**src/rtl/ttrml_pkg.sv**
```systemverilog
// Package with shared types and constants of the ranked move list.
package ttrml_pkg;
    localparam int LIST_SLOTS = 10;
    localparam int IDX_W = 4;

    typedef enum logic [1:0] {
        OP_INSERT = 2'd0,
        OP_CHECK  = 2'd1,
        OP_READ   = 2'd2,
        OP_NONE   = 2'd3
    } op_t;

    typedef struct packed {
        logic [63:0] wlo;
        logic [63:0] whi;
        logic [31:0] s1;
        logic [31:0] s2;
        logic [31:0] s3;
        logic [31:0] extra;
        logic [7:0]  row;
        logic [7:0]  col;
    } rec_t;

    typedef struct packed {
        logic [1:0]  op;
        rec_t        rec;
        logic        eligible;
        logic [3:0]  slot;
    } req_t;

    typedef struct packed {
        logic        accepted;
        logic [3:0]  entry_count;
        rec_t        rec;
    } rsp_t;

    // Commands from the controller to the datapath.
    typedef struct packed {
        logic load;        // capture request, clear scan index
        logic scan_step;   // compare entry at index and advance
        logic commit;      // perform the update and build the response
    } cmd_t;

    // Status from the datapath to the controller.
    typedef struct packed {
        logic scan_done;
    } sts_t;

    function automatic logic rank_ge(input logic [31:0] a, input logic [31:0] b);
        return $signed(a) >= $signed(b);
    endfunction

    function automatic logic same_word(input rec_t a, input rec_t b);
        logic [127:0] x;
        logic [127:0] y;
        logic         res;
        logic         done;
        x = {a.wlo, a.whi};
        y = {b.wlo, b.whi};
        res = 1'b1;
        done = 1'b0;
        for (int i = 0; i < 16; i++) begin
            if (!done) begin
                if (x[127 - 8*i -: 8] != y[127 - 8*i -: 8]) begin
                    res = 1'b0;
                    done = 1'b1;
                end else if (x[127 - 8*i -: 8] == 8'd0) begin
                    done = 1'b1;
                end
            end
        end
        return res;
    endfunction
endpackage

```
**src/rtl/ttrml_ctrl.sv**
```systemverilog
// Controller state machine sequencing load, scan and commit of each request.
module ttrml_ctrl (
    input  logic            clk,
    input  logic            rst_n,
    input  logic            in_valid,
    output logic            in_ready,
    output logic            out_valid,
    input  logic            out_ready,
    output ttrml_pkg::cmd_t cmd,
    input  ttrml_pkg::sts_t sts
);
    import ttrml_pkg::*;

    typedef enum logic [3:0] {
        S_IDLE   = 4'b0001,
        S_SCAN   = 4'b0010,
        S_COMMIT = 4'b0100,
        S_OUT    = 4'b1000
    } state_t;

    state_t state_reg, state_next;

    always_comb
    begin
        state_next = state_reg;
        cmd = '0;
        in_ready = 1'b0;
        out_valid = 1'b0;
        unique case (state_reg)
            S_IDLE:
            begin
                in_ready = 1'b1;
                if (in_valid)
                begin
                    cmd.load = 1'b1;
                    state_next = S_SCAN;
                end
            end
            S_SCAN:
            begin
                if (sts.scan_done)
                    state_next = S_COMMIT;
                else
                    cmd.scan_step = 1'b1;
            end
            S_COMMIT:
            begin
                cmd.commit = 1'b1;
                state_next = S_OUT;
            end
            S_OUT:
            begin
                out_valid = 1'b1;
                if (out_ready)
                    state_next = S_IDLE;
            end
            default: state_next = S_IDLE;
        endcase
    end

    always_ff @(posedge clk or negedge rst_n)
    begin
        if (!rst_n)
            state_reg <= S_IDLE;
        else
            state_reg <= state_next;
    end
endmodule

```
**config.mk**
```make
export PLATFORM = sky130hd
export DESIGN_NAME = ttrml_ctrl
export DESIGN_NICKNAME = d
export VERILOG_FILES = /design/src/rtl/ttrml_pkg.sv /design/src/rtl/ttrml_ctrl.sv
export SDC_FILE = /design/constraint.sdc
export NUM_CORES = 1
export LEC_CHECK = 0
export ABC_AREA = 0
export CELL_PAD_IN_SITES_DETAIL_PLACEMENT = 1
export CELL_PAD_IN_SITES_GLOBAL_PLACEMENT = 1
export CORE_AREA = 5 5 42 44
export DETAILED_ROUTE_END_ITERATION = 6
export DIE_AREA = 0 0 47 49
export DONT_BUFFER_PORTS = 1
export PLACE_DENSITY = 0.4
export SYNTH_ARGS = -nofsm -noshare
export SYNTH_HDL_FRONTEND = slang
export SYNTH_SLANG_ARGS = --single-unit
export TNS_END_PERCENT = 5
```
**constraint.sdc**
```tcl
create_clock -name clk -period 1.5 [get_ports clk]
set_input_delay 0.15 -clock clk [delete_from_list [all_inputs] [get_ports clk]]
set_output_delay 0.15 -clock clk [all_outputs]
set_load 0.01 [all_outputs]
```
# ---- Word level (Yosys, flattened, before mapping)
# Index checks and enable logic that the tools add are counted.
dict set report word_totals {
  reg_bits 4
  output_inout_bits 5
}
dict set report op_classes {
  n_mux 11
  n_reduce_logical 1
  n_eq_ne 7
}
# cell n
set op_table {}
lappend op_table {{$pmux W4 S4} 1}
lappend op_table {{$mux W4} 3}
lappend op_table {{$mux W1} 7}
lappend op_table {{$ne A2 B2 Y1 const B} 3}
lappend op_table {{$eq A4 B1 Y1 const B} 1}
lappend op_table {{$eq A4 B2 Y1 const B} 1}
lappend op_table {{$eq A4 B3 Y1 const B} 1}
lappend op_table {{$eq A4 B4 Y1 const B} 1}
lappend op_table {{$reduce_and A3 Y1} 1}

# ---- Longest topological paths before layout
# Gate-level depths: netlist of the first run.
dict set report depth {
  ltp_word 3
  depth_mapped 3
}

# ---- Worst setup path after synthesis of the first run
# No wires, ideal clock.
dict set report synth_timing {
  path_kind {register -> register}
  start {register state_reg[0]}
  end {register state_reg[1]}
  n_path_buf 0
  synth_period_minus_slack_ns 1.329
  stages_incl_launch_ff 4
  arrival_ns 1.264
  setup_ns 0.065
  required_ns 1.435
  slack_ns 0.171
  path_cell_list {dfstp_2 nor4b_2 and2_1 o21a_1}
}
dict set report synth_between {
  elab_chain_cells 3
  elab_cells_between_ends 9
  cone_classes {eq/ne: 7; mux: 1; reduce/logical: 1}
}
# element line_no
set synth_rtl {}
lappend synth_rtl {{start, declared} ttrml_ctrl.sv:21} ;# state_t state_reg, state_next;
lappend synth_rtl {{start signal, assigned} ttrml_ctrl.sv:66} ;# state_reg <= state_next;
lappend synth_rtl {{$eq A4 B2 Y1 (tied with other cells)} ttrml_ctrl.sv:29} ;# unique case (state_reg)
lappend synth_rtl {{$ne A2 B2 Y1 (no line)} --}
lappend synth_rtl {{$reduce_and A3 Y1 (no line)} --}
# Parallel ways exist; a longest one is shown, timed or not.
# A chain may end at the register's enable or synchronous reset.

# ---- Worst setup path in the final report of the first run
dict set report layout_timing {
  start {register state_reg[2]}
  end {output port out_valid}
}
dict set report layout_between {
  elab_chain_cells 2
}
# element line_no
set layout_rtl {}
lappend layout_rtl {{$eq A4 B4 Y1} ttrml_ctrl.sv:29}
lappend layout_rtl {{$mux W1} ttrml_ctrl.sv:29}
lappend layout_rtl {{end, declared} ttrml_ctrl.sv:7} ;# output logic out_valid,
# No other way between the ends.

==> results of run 1 <==
==> metrics by stage <==
| step | std cells | area [sq um] | utilization | total power [mW] | setup slack (ns) |
|---|---|---|---|---|---|
| after floorplan | 23 | 260 | - | 0.335 | 0.171 |
| after global placement | 41 | 295 | 0.211 | 0.400 | 0.224 |
| after detailed placement | 41 | 295 | 0.211 | 0.406 | 0.205 |
| after CTS | 46 | 332 | 0.237 | 0.566 | 0.000602 |
| after global routing | 46 | 349 | 0.249 | 0.638 | -0.0137 |
| final | 46 | 349 | 0.249 | 0.590 | 0.0648 |
==> cell usage in the layout, fill, tap and decap left out <==
master	n
a211oi_2	1
and2_4	1
and3_1	1
and3b_1	2
buf_4	3
clkbuf_1	1
clkbuf_4	3
dfrtp_1	3
dfstp_2	1
dlygate4sd3_1	1
nand2b_1	1
nand2b_2	1
nor2_1	1
nor2b_1	1
nor4b_2	2
nor4b_4	1
o21a_1	2
o21ai_0	1
o31ai_1	1
or3b_1	2
==> area by class of cell <==
cell class	instances	area, sq um
tap	16	20.0
clock buffer	4	26.3
timing repair buffer	4	32.5
multi-input combinational	18	169
fill	174	1050
sequential	4	101
==> kinds of logic after synthesis <==
logic type / after synthesis / share of synthesized area
AND/OR/NAND/NOR: 13 / 0.428
AO/OA/AOI/OAI: 5 / 0.154
flip-flops: 4 / 0.389
buffers and inverters: 1 / 0.0289
==> layer usage <==
metal | vias to the layer above | GRT usage
met4 | 0 | 0.0968
met3 | 2 | 0.00738
met1 | 107 | 0.0778
met2 | 8 | 0.106
li1 | 99 | -
met5 | - | 0
==> power breakdown <==
| group | internal, mW | switching (mW) | total [mW] | leakage, nW |
|---|---|---|---|---|
| combinational | 0.133 | 0.0795 | 0.212 | 0.0808 |
| clock | 0.100 | 0.0473 | 0.147 | 0.0150 |
| sequential | 0.150 | 0.0807 | 0.231 | 0.0511 |
==> path summary, 6_finish.rpt <==
check                        startpoint      endpoint  slack, ns  cells past startpoint
min                                 sts  state_reg[2]       0.07                      1
max in group asynchronous         rst_n  state_reg[0]       1.07                      1
max                        state_reg[2]     out_valid       0.06                      2
min reg2reg                state_reg[3]  state_reg[0]       0.71                      1
max reg2reg                state_reg[1]  state_reg[1]       0.18                      3
min in group asynchronous         rst_n  state_reg[2]       0.18                      1
==> timing repair <==
| action | in CTS | in global routing |
|---|---|---|
| endpoints found under the hold margin | 4 | 0 |
| hold buffers | 1 | 0 |
| endpoints found under the setup margin | 0 | 3 |
| gates resized for setup | 0 | 3 |
==> flow_summary.json, run 1 <==
{
  "path_class": "register to primary output",
  "hp-class": "primary input to register",
  "status": "finished, final reports clean",
  "overflow": 0,
  "path_buf_inv": 1,
  "core_area_sq_mm": 0.00140,
  "finalWorstPathRequiredPeriod_ns": 1.44,
  "async_flop_share": 1.00,
  "postSynthAreaPerCell_sq_um": 11.3,
  "cp-start-kind": "register",
  "totalWireLength_um": 647,
  "fin_crit_sh": 0.957,
  "ir_drop_mv": 0.324,
  "cp_top_family": "flip-flops",
  "wl_met1_um": 240,
  "seq_area_frac_synth": 0.389,
  "grt_pass1_vias": 272,
  "synth_cells": 23,
  "antennaDiodeCount": 0,
  "fmax_mhz": 697,
  "cts_tree": "yes",
  "syn-num-nets": 28,
  "routedWlPerCell_um": 14.1,
  "drive_gt1_frac": 0.433,
  "largest_reg_flops": 4,
  "wl_met2_um": 335,
  "cts_setup_buffers": 0,
  "synthDistinctLibCells": 17,
  "yosysMostFrequentCell": "dfrtp_1",
  "ys_top_cells_by_area": "dfrtp_1, nor4b_2, dfstp_2",
  "fp.dieArea_sq_mm": 0.00230,
  "start_util": 0.186,
  "leakagePower_nw": 0.147,
  "hold_viol": 0,
  "initialDrtViolationCount": 1,
  "endpoint_kind": "primary output",
  "cp.required_ns": 1.35,
  "clockBufferDepth": 2,
  "setup_viol": 0,
  "clock_sinks": 4,
  "synth-main-ff-cell": "dfrtp_1",
  "dr.pass1.iters": 2,
  "wl_met3_um": 51,
  "cts_root_buffer": "clkbuf_4",
  "synth_edf_count": 0,
  "ioPinCount": 10,
  "die_h_um": 49,
  "yosys-top-cells-count": "dfrtp_1, and3b_1, nor4b_2, o21a_1, or3b_1",
  "cts_buffers": 3,
  "num_vias": 216,
  "area_delta_synth_final_pct": 34.1,
  "cp_slowest_cell": "dfrtp_1",
  "synth_top_area_frac": 0.288,
  "place_congestion": 0.768,
  "ys_ff_latch": 4,
  "die_x_um": 47,
  "syn_area_sq_um": 260,
  "cp.arrival_ns": 1.29,
  "vias_per_cell": 4.70,
  "power.density_mw_per_mm2": 1690,
  "clk_latency_ns": 0.24,
  "relSlewSlack": 0.795,
  "ant_nets": 0,
  "synth_top_area_cell": "dfrtp_1",
  "worst_pin_slew_ns": 0.308,
  "top_layer": "met4",
  "fin_hold_ws_ns": 0.0713,
  "cp_max_fo": 7,
  "antenna_found_initial": 0,
  "max-cap-violations": 0,
  "gr-usage-all-layers": 0.0742,
  "h-tree-depth": 1,
  "finalMaxSlewViolations": 0,
  "synth_warnings": 0,
  "rsz0062_at_grt": "yes",
  "portBuffers": 0,
  "drc": 0,
  "grt_pass1_wl_um": 1140,
  "grt_max_degree": 9,
  "clock_skew_ns": 0.00637,
  "fin_setup_tns_ns": 0,
  "fin_nets": 36,
  "rows": 14,
  "clkTransAtPathRegs_ns": 0.04,
  "worstPathCellList": "nor4b_2, buf_4",
  "cpPeakStageDelay_ns": 0.47,
  "hpwl_um": 511
}
Note: power is estimated with default switching activity, not from simulation.
==> run 2: changes to the inputs <==
--- a/config.mk
+++ b/config.mk
@@ -6,13 +6,13 @@
 export NUM_CORES = 1
 export LEC_CHECK = 0
 export ABC_AREA = 0
+export BUFFER_PORTS_ARGS = -buffer_cell sky130_fd_sc_hd__buf_2
 export CELL_PAD_IN_SITES_DETAIL_PLACEMENT = 1
 export CELL_PAD_IN_SITES_GLOBAL_PLACEMENT = 1
 export CORE_AREA = 5 5 42 44
 export DETAILED_ROUTE_END_ITERATION = 6
 export DIE_AREA = 0 0 47 49
-export DONT_BUFFER_PORTS = 1
-export PLACE_DENSITY = 0.4
+export PLACE_DENSITY = 0.48
 export SYNTH_ARGS = -nofsm -noshare
 export SYNTH_HDL_FRONTEND = slang
 export SYNTH_SLANG_ARGS = --single-unit
==> run 2 against run 1 <==
Effect of this change:
- wire length down 2.0%
- first-iteration DRC count stayed put
- via count rose by 8.8%
- highest routed layer is now met3
==> flow_summary.json, run 2 (synthesis gave the netlist of run 1 again) <==
{
  "gr-usage-all-layers": 0.0621,
  "finalPower_mw": 0.608,
  "ioPinCount": 10,
  "clkTransAtPathRegs_ns": 0.04,
  "status": "finished, final reports clean",
  "portBuffers": 9,
  "totalWireLength_um": 634,
  "fmax_mhz": 697,
  "die_x_um": 47,
  "cp.arrival_ns": 1.28,
  "cts_buffers": 3,
  "hold_viol": 0,
  "h-tree-depth": 1,
  "rr_startpoint": "state_reg[1]",
  "fin_crit_sh": 0.956,
  "core_area_sq_mm": 0.00140,
  "endpoint_kind": "primary output",
  "cp.required_ns": 1.35,
  "largest_reg_flops": 4,
  "max-cap-violations": 0,
  "ant_nets": 0,
  "path_class": "register to primary output",
  "antennaDiodeCount": 0,
  "setup_ws_ns": 0.0661,
  "die_h_um": 49,
  "routedWlPerCell_um": 12.0,
  "critPathLaunch": "state_reg[3]",
  "area_delta_synth_final_pct": 46.6,
  "fin_util": 0.272,
  "clock_skew_ns": 0.00438,
  "cp_max_fo": 7,
  "clockBufferDepth": 2,
  "grt_max_degree": 9,
  "worst_pin_slew_ns": 0.297,
  "cts_root_buffer": "clkbuf_4",
  "overflow": 0,
  "place_congestion": 0.660,
  "num_vias": 235,
  "hpwl_um": 509,
  "hp-class": "primary input to register",
  "final_cell_mix": "buf_2, clkbuf_4",
  "grt_pass1_vias": 253,
  "rows": 14,
  "ff2ff_path_depth": 3,
  "layout.cells.most_common": "buf_2",
  "clk_latency_ns": 0.23,
  "cts_tree": "yes",
  "dp.cells": 47,
  "clock_sinks": 4,
  "finalMaxSlewViolations": 0,
  "vias_per_cell": 4.43,
  "finalWorstPathRequiredPeriod_ns": 1.43,
  "relSlewSlack": 0.802,
  "cp-endpoint": "cmd[2]",
  "start_util": 0.186,
  "setup_viol": 0,
  "drc": 0,
  "antenna_found_initial": 0,
  "ir_drop_mv": 0.554,
  "r2r_end": "state_reg[1]",
  "initialDrtViolationCount": 1,
  "dp_slack_ns": 0.164,
  "dr.pass1.iters": 2,
  "fin_nets": 43,
  "stdcell_count": 53,
  "drive_gt1_frac": 0.595,
  "leakagePower_nw": 0.174,
  "fp.dieArea_sq_mm": 0.00230,
  "fill_cells": 168,
  "cp-start-kind": "register",
  "grt_pass1_wl_um": 1020,
  "rsz0062_at_grt": "yes",
  "power.density_mw_per_mm2": 1590,
  "ff2ff_setup_slack_ns": 0.19
}
==> run 2: per-stage QoR <==
step,instance area (sq um),TNS (ns),hold slack (ns)
global route,382,-0.0103,0.204
global placement,318,0,-0.0408
detailed placement,318,0,-0.0423
CTS,370,0,0.193
floorplan,260,0,-0.146
finish,382,0,0.193
==> run 2: critical path, stage by stage, from the launching register on <==
cell and delay (ns):
dfrtp_2 0.45, nor4b_4 0.30, and2_4 0.18, buf_2 0.12
==> run 2: power breakdown <==
group / switching, mW / internal, mW
clock network: 0.0428 / 0.0997
logic: 0.105 / 0.149
registers: 0.0606 / 0.150
==> run 2: worst min-delay path by stage <==
stage | from | endpoint | slack [ns] | depth (start not counted)
2_1_floorplan | rst_n | state_reg[1] | -0.15 | 0
3_3_place_gp | rst_n | state_reg[3] | -0.04 | 1
3_5_place_dp | rst_n | state_reg[2] | -0.04 | 1
4_1_cts | sts | state_reg[2] | 0.19 | 2
5_1_grt | sts | state_reg[2] | 0.20 | 2
6_report | sts | state_reg[2] | 0.19 | 2
==> run 2: cell type report <==
| cell class | instances | area, sq um | share of cell area |
|---|---|---|---|
| clock buffer | 4 | 26.3 | 0.0689 |
| multi-input combinational | 18 | 169 | 0.443 |
| sequential | 4 | 104 | 0.272 |
| tap | 16 | 20.0 | 0.0525 |
| timing repair buffer | 11 | 62.6 | 0.164 |
==> run 2: per-layer routing <==
| layer | share of wire | up-vias | global-route usage |
|---|---|---|---|
| met4 | 0 | 0 | 0.0553 |
| li1 | - | 116 | - |
| met5 | 0 | - | 0 |
| met1 | 0.40 | 112 | 0.0710 |
| met2 | 0.51 | 7 | 0.0905 |
| met3 | 0.090 | 0 | 0.0148 |
==> run 2: what timing repair did <==
action / 4_1_cts / 5_1_grt
resized for setup: 1 / 4
buffers inserted: 1 / 0
endpoints found under the setup margin: 1 / 2
hold buffers: 1 / 0
hold endpoints to repair: 4 / 0
==> run 3: changes to the inputs <==
==> constraint.sdc (replaced) <==
create_clock -name clk -period 1.8 [get_ports clk]
set_input_delay 0.18 -clock clk [delete_from_list [all_inputs] [get_ports clk]]
set_output_delay 0.18 -clock clk [all_outputs]
set_load 0.01 [all_outputs]
==> run 3 against run 2 <==
Effect of this change:
- register-to-register slack improved by 0.33 ns
- critical path type unchanged
- largest cell class unchanged
- critical path depth unchanged
- power down 24%
- combinational power is 37% lower
==> flow_summary.json, run 3 (synthesis gave the netlist of run 1 again) <==
{
  "cp.required_ns": 1.62,
  "die_x_um": 47,
  "rr_startpoint": "state_reg[1]",
  "fin_hold_ws_ns": 0.219,
  "core_area_sq_mm": 0.00140,
  "rows": 14,
  "clkTransAtPathRegs_ns": 0.03,
  "setup_ws_ns": 0.240,
  "r2r_end": "state_reg[1]",
  "post_dp_cell_area_sq_um": 318,
  "final-seq-area_sq_um": 101,
  "ff2ff_setup_slack_ns": 0.52,
  "power.density_mw_per_mm2": 1300,
  "dp_slack_ns": 0.455,
  "hp-start": "sts",
  "cts_tree": "yes",
  "portBuffers": 9,
  "fmax_mhz": 641,
  "leakagePower_nw": 0.162,
  "hold_viol": 0,
  "layout.cells.most_common": "buf_2",
  "hpwl_um": 526,
  "drive_gt1_frac": 0.472,
  "initialDrtViolationCount": 0,
  "fin_crit_sh": 0.866,
  "multiInputGateArea_sq_um": 151,
  "fp.dieArea_sq_mm": 0.00230,
  "num_vias": 226,
  "h-tree-depth": 1,
  "worst_pin_slew_ns": 0.329,
  "cp_max_fo": 7,
  "ir_drop_mv": 0.328,
  "antennaDiodeCount": 0,
  "die_h_um": 49,
  "totalWireLength_um": 616,
  "vias_per_cell": 4.35,
  "status": "finished, final reports clean",
  "grt_max_degree": 9,
  "final_area_sq_um": 354,
  "ioPinCount": 10,
  "hp-class": "primary input to register",
  "ant_nets": 0,
  "max-cap-violations": 0,
  "fin_setup_tns_ns": 0,
  "place_congestion": 0.664,
  "clockBufferDepth": 2,
  "antenna_found_initial": 0,
  "finalWorstPathRequiredPeriod_ns": 1.56,
  "setup_viol": 0,
  "final_cell_mix": "buf_2, clkbuf_4, dfrtp_1",
  "cp-start-kind": "register",
  "rsz0062_at_grt": "no",
  "dp.cells": 47,
  "dr.pass1.iters": 1,
  "grt_pass1_vias": 263,
  "routedWlPerCell_um": 11.8,
  "gr-usage-all-layers": 0.0664,
  "largest_reg_flops": 4,
  "endpoint_kind": "primary output",
  "fin_nets": 42,
  "start_util": 0.186,
  "overflow": 0,
  "cts_buffers": 3,
  "relSlewSlack": 0.780,
  "ff2ff_path_depth": 3,
  "clk_latency_ns": 0.24,
  "path_class": "register to primary output",
  "ctsResizeCount": 0,
  "clock_skew_ns": 0.00977,
  "grt_pass1_wl_um": 1080,
  "stdcell_count": 52,
  "finalMaxSlewViolations": 0,
  "clock_sinks": 4,
  "drc": 0,
  "cts_root_buffer": "clkbuf_4",
  "fill_cells": 179,
  "hold_end": "state_reg[2]",
  "hold_depth": 2,
  "cp.arrival_ns": 1.38,
  "area_delta_synth_final_pct": 36.1
}
run 3: critical path, stage by stage, from the launching register on:
cell     delay [ns]
dfstp_2        0.59
nor4b_2        0.24
and2_1         0.19
buf_2          0.14
run 3: report_power, final:
| group | switching (mW) | total (mW) | internal [mW] | leakage, nW |
|---|---|---|---|---|
| registers | 0.0546 | 0.180 | 0.125 | 0.0511 |
| logic | 0.0693 | 0.160 | 0.0907 | 0.0960 |
| clock network | 0.0381 | 0.121 | 0.0833 | 0.0150 |
| total | 0.162 | 0.461 | 0.299 | 0.162 |
run 3: layout make-up:
cell class,count,area share
Sequential cell,4,0.286
Clock buffer,4,0.0742
Timing Repair Buffer,10,0.155
Tap cell,16,0.0565
Multi-Input combinational cell,18,0.428
run 3: worst max-delay path by stage:
stage                 startpoint      endpoint  slack (ns)  cells past startpoint
global route        state_reg[0]        cmd[2]        0.13                      3
global placement    state_reg[0]        cmd[2]        0.49                      3
finish              state_reg[0]        cmd[2]        0.24                      3
detailed placement  state_reg[0]        cmd[2]        0.45                      3
CTS                 state_reg[0]        cmd[2]        0.20                      3
floorplan           state_reg[0]  state_reg[1]        0.47                      3
run 3: per-layer routing:
layer | vias to the layer above | GRT usage | share of wire
met2 | 7 | 0.102 | 0.52
li1 | 112 | - | -
met4 | 0 | 0.0415 | 0
met3 | 0 | 0.0369 | 0.081
met5 | - | 0 | 0
met1 | 107 | 0.0667 | 0.39
run 3: through the flow:
step	utilization	power [mW]
after global placement	0.227	0.342
after CTS	0.253	0.473
after detailed placement	0.227	0.345
after global routing	0.253	0.499
after floorplan	-	0.279
final	0.253	0.461
run 3: repair_timing:
item,CTS,global route
endpoints found under the hold margin,4,0
setup buffers,0,0
hold buffers,1,0
